### config.mk
export PLATFORM = sky130hd
export DESIGN_NAME = error_queue_status_byte_top
export DESIGN_NICKNAME = d
export VERILOG_FILES = /design/src/rtl/eqsb_pkg.sv /design/src/rtl/eqsb_cell.sv /design/src/rtl/error_queue_status_byte_top.sv
export SDC_FILE = /design/constraint.sdc
export NUM_CORES = 1
export LEC_CHECK = 0
export ABC_CLOCK_PERIOD_IN_PS = 2500
export BUFFER_PORTS_ARGS = -buffer_cell sky130_fd_sc_hd__buf_4
export CORE_MARGIN = 5
export CORE_UTILIZATION = 54
export DETAILED_ROUTE_END_ITERATION = 8
export PLACE_DENSITY_LB_ADDON = 0.2
export SLEW_MARGIN = 5
export SYNTH_ARGS = -nofsm -noshare
export SYNTH_HDL_FRONTEND = slang
export SYNTH_SLANG_ARGS = --single-unit
export TNS_END_PERCENT = 5
### constraint.sdc
create_clock -name clock -period 2.5 [get_ports clock]
set_input_delay 0.5 -clock clock [delete_from_list [all_inputs] [get_ports clock]]
set_output_delay 0.5 -clock clock [all_outputs]
set_load 0.03 [all_outputs]
### src/rtl/eqsb_pkg.sv
// shared types and constants for the error queue and status byte block
package eqsb_pkg;

   typedef enum logic [1:0] {
      KIND_SAVE    = 2'd0,
      KIND_READ    = 2'd1,
      KIND_RESET   = 2'd2,
      KIND_REFRESH = 2'd3
   } kind_type;

   typedef enum logic [1:0] {
      CSR_SRE     = 2'd0,
      CSR_ESE     = 2'd1,
      CSR_ESR     = 2'd2,
      CSR_LOWBITS = 2'd3
   } csr_index_type;

   localparam int unsigned CODE_W   = 6;
   localparam int unsigned BYTE_W   = 8;
   localparam int unsigned LOW_W    = 3;
   localparam int unsigned RSP_W    = 16;

   localparam logic [CODE_W-1:0] OVERFLOW_CODE    = 6'd39;
   localparam logic [BYTE_W-1:0] KEEP_LOW_MASK    = 8'h07;
   localparam logic [BYTE_W-1:0] MSS_EXCLUDE_MASK = 8'hBF;
   localparam logic [BYTE_W-1:0] MSS_BIT          = 8'h40;
   localparam logic [BYTE_W-1:0] ESB_BIT          = 8'h20;
   localparam logic [BYTE_W-1:0] MAV_BIT          = 8'h10;

   // per-cell control: pop shifts the row toward the head, load takes the new code
   typedef struct packed {
      logic pop;
      logic load;
   } cell_ctrl_type;

endpackage

### src/rtl/eqsb_cell.sv
// one queue cell: holds one error code, takes its neighbor's code on a pop
module eqsb_cell (
   input  logic                                clock,
   input  eqsb_pkg::cell_ctrl_type             ctrl,
   input  logic [eqsb_pkg::CODE_W-1:0]         load_code,
   input  logic [eqsb_pkg::CODE_W-1:0]         neighbor_code,
   output logic [eqsb_pkg::CODE_W-1:0]         code_out
);
   import eqsb_pkg::*;

   logic [CODE_W-1:0] code_ff;
   logic [CODE_W-1:0] code_in;

   always_comb begin
      code_in = code_ff;
      if (ctrl.load) begin
         code_in = load_code;
      end else if (ctrl.pop) begin
         code_in = neighbor_code;
      end
   end

   always_ff @(posedge clock) begin
      code_ff <= code_in;
   end

   assign code_out = code_ff;

endmodule

### src/rtl/error_queue_status_byte_top.sv
// error queue with status byte: a row of shifting code cells plus status logic
// latency: a result beat is registered and shown in the cycle after its request beat is accepted
// throughput: one request per cycle while the result side is ready; the cell row shifts on a read, loads on a save
// reset: synchronous, clears the fill count, result valid and config registers
// cell contents are not reset; a cell is only read after a save has loaded it
module error_queue_status_byte_top #(
   parameter int unsigned QUEUE_DEPTH = 16
) (
   input  logic                           clock,
   input  logic                           reset,
   input  logic                           req_tvalid,
   output logic                           req_tready,
   input  logic [7:0]                     req_tdata,   // error_code[5:0], zero pad
   input  logic [1:0]                     req_tuser,   // kind[1:0]
   output logic                           rsp_tvalid,
   input  logic                           rsp_tready,
   output logic [eqsb_pkg::RSP_W-1:0]     rsp_tdata,   // read_code[5:0], status_byte[13:6],
                                                       // queue_empty[14], zero pad
   input  logic                           csr_wen,
   input  logic [1:0]                     csr_addr,
   input  logic [eqsb_pkg::BYTE_W-1:0]    csr_wdata
);
   import eqsb_pkg::*;

   localparam int unsigned NCELLS = QUEUE_DEPTH - 1;
   localparam int unsigned CNT_W  = $clog2(QUEUE_DEPTH);

   logic [BYTE_W-1:0] sre_ff;
   logic [BYTE_W-1:0] ese_ff;
   logic [BYTE_W-1:0] esr_ff;
   logic [LOW_W-1:0]  low_ff;

   logic [CNT_W-1:0]  count_ff;
   logic [CNT_W-1:0]  count_in;
   logic              rsp_valid_ff;
   logic              rsp_valid_in;
   logic [RSP_W-1:0]  rsp_data_ff;
   logic [RSP_W-1:0]  rsp_data_in;

   logic              req_accept;
   kind_type          kind;
   logic [CODE_W-1:0] req_code;
   logic              full;
   logic              do_load;
   logic              do_pop;
   logic [CNT_W-1:0]  load_slot;
   logic [CODE_W-1:0] load_code;
   logic [CODE_W-1:0] read_code;
   logic [BYTE_W-1:0] status_base;
   logic [BYTE_W-1:0] status_byte;

   logic [CODE_W-1:0] cell_code [NCELLS];

   assign req_accept = req_tvalid & req_tready;
   assign req_tready = ~rsp_valid_ff | rsp_tready;
   assign kind       = kind_type'(req_tuser);
   assign req_code   = req_tdata[CODE_W-1:0];
   assign full       = (count_ff == CNT_W'(NCELLS));

   always_comb begin
      count_in  = count_ff;
      do_load   = 1'b0;
      do_pop    = 1'b0;
      load_slot = count_ff;
      load_code = req_code;
      read_code = '0;
      if (req_accept) begin
         unique case (kind)
            KIND_SAVE: begin
               do_load = 1'b1;
               if (full) begin
                  // overflow replaces the newest entry
                  load_slot = count_ff - CNT_W'(1);
                  load_code = OVERFLOW_CODE;
               end else begin
                  count_in = count_ff + CNT_W'(1);
               end
            end
            KIND_READ: begin
               if (count_ff != '0) begin
                  do_pop    = 1'b1;
                  read_code = cell_code[0];
                  count_in  = count_ff - CNT_W'(1);
               end
            end
            KIND_RESET: begin
               count_in = '0;
            end
            KIND_REFRESH: begin
               count_in = count_ff;
            end
            default: begin
               count_in = count_ff;
            end
         endcase
      end
   end

   // cell row, oldest entry in cell 0
   for (genvar i = 0; i < NCELLS; i++) begin : g_cell
      cell_ctrl_type     ctrl;
      logic [CODE_W-1:0] neighbor;

      assign ctrl.pop  = do_pop;
      assign ctrl.load = do_load & (load_slot == CNT_W'(i));
      if (i + 1 < NCELLS) begin : g_mid
         assign neighbor = cell_code[i+1];
      end else begin : g_end
         assign neighbor = '0;
      end

      eqsb_cell u_cell (
         .clock         (clock),
         .ctrl          (ctrl),
         .load_code     (load_code),
         .neighbor_code (neighbor),
         .code_out      (cell_code[i])
      );
   end

   always_comb begin
      status_base = {5'b0, low_ff} & KEEP_LOW_MASK;
      if ((esr_ff & ese_ff) != '0) begin
         status_base = status_base | ESB_BIT;
      end
      if (count_in != '0) begin
         status_base = status_base | MAV_BIT;
      end
      status_byte = status_base;
      if ((status_base & sre_ff & MSS_EXCLUDE_MASK) != '0) begin
         status_byte = status_base | MSS_BIT;
      end
   end

   always_comb begin
      rsp_valid_in = rsp_valid_ff & ~rsp_tready;
      rsp_data_in  = rsp_data_ff;
      if (req_accept) begin
         rsp_valid_in = 1'b1;
         rsp_data_in  = {1'b0, (count_in == '0), status_byte, read_code};
      end
   end

   always_ff @(posedge clock) begin
      if (reset) begin
         count_ff     <= '0;
         rsp_valid_ff <= 1'b0;
         sre_ff       <= '0;
         ese_ff       <= '0;
         esr_ff       <= '0;
         low_ff       <= '0;
      end else begin
         count_ff     <= count_in;
         rsp_valid_ff <= rsp_valid_in;
         if (csr_wen) begin
            unique case (csr_index_type'(csr_addr))
               CSR_SRE:     sre_ff <= csr_wdata;
               CSR_ESE:     ese_ff <= csr_wdata;
               CSR_ESR:     esr_ff <= csr_wdata;
               CSR_LOWBITS: low_ff <= csr_wdata[LOW_W-1:0];
               default:     low_ff <= low_ff;
            endcase
         end
      end
   end

   always_ff @(posedge clock) begin
      rsp_data_ff <= rsp_data_in;
   end

   assign rsp_tvalid = rsp_valid_ff;
   assign rsp_tdata  = rsp_data_ff;

`ifndef SYNTHESIS
   a_count_range: assert property (@(posedge clock) disable iff (reset)
      count_ff <= CNT_W'(NCELLS))
      else $error("fill count beyond cell row");

   a_accept_gives_beat: assert property (@(posedge clock) disable iff (reset)
      req_accept |=> rsp_valid_ff)
      else $error("accepted request produced no result beat");

   a_mav_matches_empty: assert property (@(posedge clock) disable iff (reset)
      rsp_valid_ff |-> (rsp_data_ff[CODE_W+4] == ~rsp_data_ff[CODE_W+BYTE_W]))
      else $error("status MAV disagrees with queue_empty");

   a_empty_no_code: assert property (@(posedge clock) disable iff (reset)
      (req_accept && count_ff == '0) |=> (rsp_data_ff[CODE_W-1:0] == '0))
      else $error("read from empty queue returned a code");
`endif

endmodule

==> summary.md <==
| Metric | Value |
|---|---|
| FMAX | `between 0.4 and 0.5 GHz` |
| Final setup margin | `0.1808 ns` |
| Rows | `38` |
| Crit path depth | `8` |
| Cell count of the worst reg-to-reg path | `8` |
| Layout area overhead | `19.79%` |
| Hold crit path type | `in2reg` |
| Tightest Pin Transition | `0.8324 ns` |
| Routability Congestion | `0.8746` |
| Crit-path max FO | `10` |
| WHS | `roughly 0.22 ns` |
| Worst path required time | `roughly 2.8 ns` |
| Core area | `10750 um2` |
| Top post-synthesis cells by area | `edfxtp_1 (53%), dfxtp_1 (9.9%), nand2_1 (5.7%)` |
| Die Height | `about 110 um` |
| Seq/Total Area, Yosys | `a little over three fifths` |
| Clk pin slew, worst setup/hold paths | `0.06 ns` |
| # setup viols final | `0` |
| Share of layout cells above drive strength 1 | `around a quarter` |
| Power density over cell area | `723.4 nW/um2` |
| Vias in the first global route | `approximately 3800` |
| Max-slew violations | `0` |
| # diodes | `0` |
| Ys async rst share | `0%` |
| Worst R2R End | `g_cell[2].u_cell.code_out[5]` |
| EDFF count, synth | `103` |
| Largest net degree at the start of global routing | `30` |
| Post-Syn Area | `5849 um2` |
| Initial Util | `between 50% and 60%` |
| Crit share post-route | `between 90 and 100%` |
| Area leader, netlist | `edfxtp_1` |
| Register bit total from synthesis | `132` |
| Die Area | `between 10000 and 15000 um2` |
| Count leader, synth | `edfxtp_1` |
| Final wirelength | `11390 um` |
| Relative slew slack | `between 40 and 50%` |
| Initial antenna violation count | `0` |
| Final Hold Viols | `0` |
| GRT Max-Usage Layer | `met2` |
| Crit path from | `count_ff[1]` |
| Final min period | `about 2.3 ns` |
| Worst-Skew Late Latency | `0.52 ns` |
| Main synth FF type | `edfxtp_1` |
| Final net count | `578` |
| Max Cap Violations | `0` |
| First-pass GRT wire length | `roughly 19000 um` |
| Crit path launch type | `flip-flop` |
| DRC Markers | `0` |
| Num CTS Buffers | `17` |
| Overall routing resource usage | `18.59%` |
| Via-to-Cell Ratio | `5.496` |
| Delay-heaviest family, CP | `simple AND/OR/NAND/NOR gates` |
| Routed WL per cell | `16.22 um` |
| DR vias | `3858` |
| GRT met1 Usage | `24.43%` |
| Setup Crit Path Kind | `reg2reg` |
| Worst slack at placement | `-0.07569 ns` |
| Fillers | `about 820` |
| Crit-path slowest cell | `dfxtp_1` |
| Post-synth top cells | `edfxtp_1 (103), nand2_1 (89), o21ai_0 (62), nor2_1 (41), dfxtp_1 (29)` |
| Ys Warns | `0` |
| CP Cell Sequence | `ha_1, nand3_4, nand4bb_4, buf_4, nor3_4, or2_4, nand2_4, mux2_4` |
| First-iteration detailed-routing DRC count | `287` |
| Die X-Extent | `114.1 um` |
| Unrepaired setup endpoints after global routing | `false` |
| Final instance area | `7007 um2` |
| Dpl cell area | `6421 um2` |
| 1st-pass router iterations | `6` |
| CP Buf/Inv Count | `1` |
| CTS tree | `done` |
| Syn Inst Count | `488` |
| Syn avg cell area | `11.99 um2` |
| Met2 global-route usage | `29.59%` |
| Status | `complete, no violations` |
| Synth top area share | `52.88%` |
| FF-to-FF Start | `count_ff[1]` |
| Final ANT Viol Nets | `0` |
| Element type at the critical path end | `flip-flop` |
| Skew final | `0.005570 ns` |
| IO Pins | `43` |
| DP Wirelength | `7983 um` |
| GR Util met3 | `5.127%` |
| Clk sinks | `132` |
| CTS Root Cell | `clkbuf_8` |
| CTS max path bufs | `2` |
| CP Data Arrival Time | `2.59 ns` |
| Slowest Stage Delay on Critical Path | `~0.45 ns` |
| Slack of the worst reg-to-reg path | `0.18 ns` |
| Lkg Pwr | `2.968 nW` |
| H-tree Lvls | `4` |
| CP endpoint | `g_cell[2].u_cell.code_out[5]` |
| Number of buffers added on ports | `37` |
| GRT overflow | `0` |
| Max rail drop VDD | `0.3992 mV` |
| Post-synth cell types | `between 50 and 60` |
worst min-delay path by stage:
stage	start	end	cells after the start
floorplan	low_ff[0]	rsp_tdata[6]	0
global placement	low_ff[2]	rsp_tdata[8]	0
detailed placement	low_ff[2]	rsp_tdata[8]	0
CTS	csr_wdata[6]	esr_ff[6]	3
global route	csr_wdata[4]	ese_ff[4]	3
finish	csr_wdata[6]	esr_ff[6]	3
worst reg2reg max path: stages, from the launching register on:
cell	delay, ns
dfxtp_1	0.45
ha_1	0.26
nand3_4	0.09
nand4bb_4	0.26
buf_4	0.21
nor3_4	0.15
or2_4	0.21
nand2_4	0.12
mux2_4	0.33
cells in the final DEF, fill, tap and decap left out, types with 4 or more instances in the layout:
cell | synthesis | layout
a22oi_1 | 5 | 5
and3_1 | 8 | 8
buf_4 | 3 | 71
clkbuf_16 | 0 | 16
clkinvlp_4 | 0 | 6
dfxtp_1 | 29 | 29
edfxtp_1 | 103 | 103
ha_1 | 4 | 4
inv_1 | 7 | 7
mux2_2 | 11 | 11
mux2_4 | 12 | 12
mux2i_1 | 24 | 24
nand2_1 | 89 | 89
nand2_4 | 4 | 4
nand2b_1 | 6 | 6
nor2_1 | 41 | 41
o21ai_0 | 62 | 62
o21ai_1 | 5 | 4
kinds of logic after synthesis:
group           after synthesis  share of synthesized area [%]
compound gates               86                          8.193
fa+ha+maj                     4                         0.8556
mux                          48                          9.497
other cells                   1                        0.06411
simple gates                179                          15.68
flops                       132                          62.80
buf+inv                      38                          2.909
per-layer routing:
| layer | wire length (um) | vias to the layer above | part of all wire (%) |
|---|---|---|---|
| li1 | - | 1875 | - |
| met1 | 4868 | 1832 | 43 |
| met2 | 5526 | 129 | 49 |
| met3 | 780 | 22 | 6.9 |
| met4 | 212 | 0 | 1.9 |
| met5 | 0 | - | 0 |
layout make-up:
| cell class | instances | area [um2] | share of cell area, % |
|---|---|---|---|
| Timing Repair Buffer | 71 | 533.0 | 7.607 |
| Sequential cell | 132 | 3674 | 52.43 |
| Clock buffer | 18 | 417.9 | 5.964 |
| Clock inverter | 14 | 153.9 | 2.196 |
| Multi-Input combinational cell | 320 | 2027 | 28.93 |
| Tap cell | 140 | 175.2 | 2.500 |
| Inverter | 7 | 26.28 | 0.3750 |
report_power, final:
part,internal (W),leakage [nW],switching [W]
sequential,0.00240,1.17,0.0000175
combinational,0.000111,1.54,0.000183
clock,0.00143,0.260,0.000933
total,0.00393,2.97,0.00113
registers in the layout, indices dropped and copies added, names as in the netlist:
| signal | count |
|---|---|
| sre_ff | 5 |
| low_ff | 3 |
| count_ff | 4 |
| rsp_tvalid | 1 |
| g_cell.u_cell.code_out | 90 |
| rsp_tdata | 13 |
| esr_ff | 8 |
| ese_ff | 8 |
stage by stage:
| stage | instances | TNS, ns | power, W | util (%) |
|---|---|---|---|---|
| 3_3_place_gp | 670 | -0.1986 | 0.002748 | 59.76 |
| 2_1_floorplan | 490 | 0 | 0.002635 | - |
| 3_5_place_dp | 670 | -0.4540 | 0.002754 | 59.76 |
| 6_report | 702 | 0 | 0.005069 | 65.21 |
| 4_1_cts | 702 | 0 | 0.005107 | 65.08 |
| 5_1_grt | 702 | 0 | 0.005253 | 65.21 |
repair_timing:
action	in CTS	in global routing
resized for setup	0	3
hold buffers	0	0
endpoints found under the setup margin	0	7
buffers inserted	0	0
(Power assumes the default switching activity.)
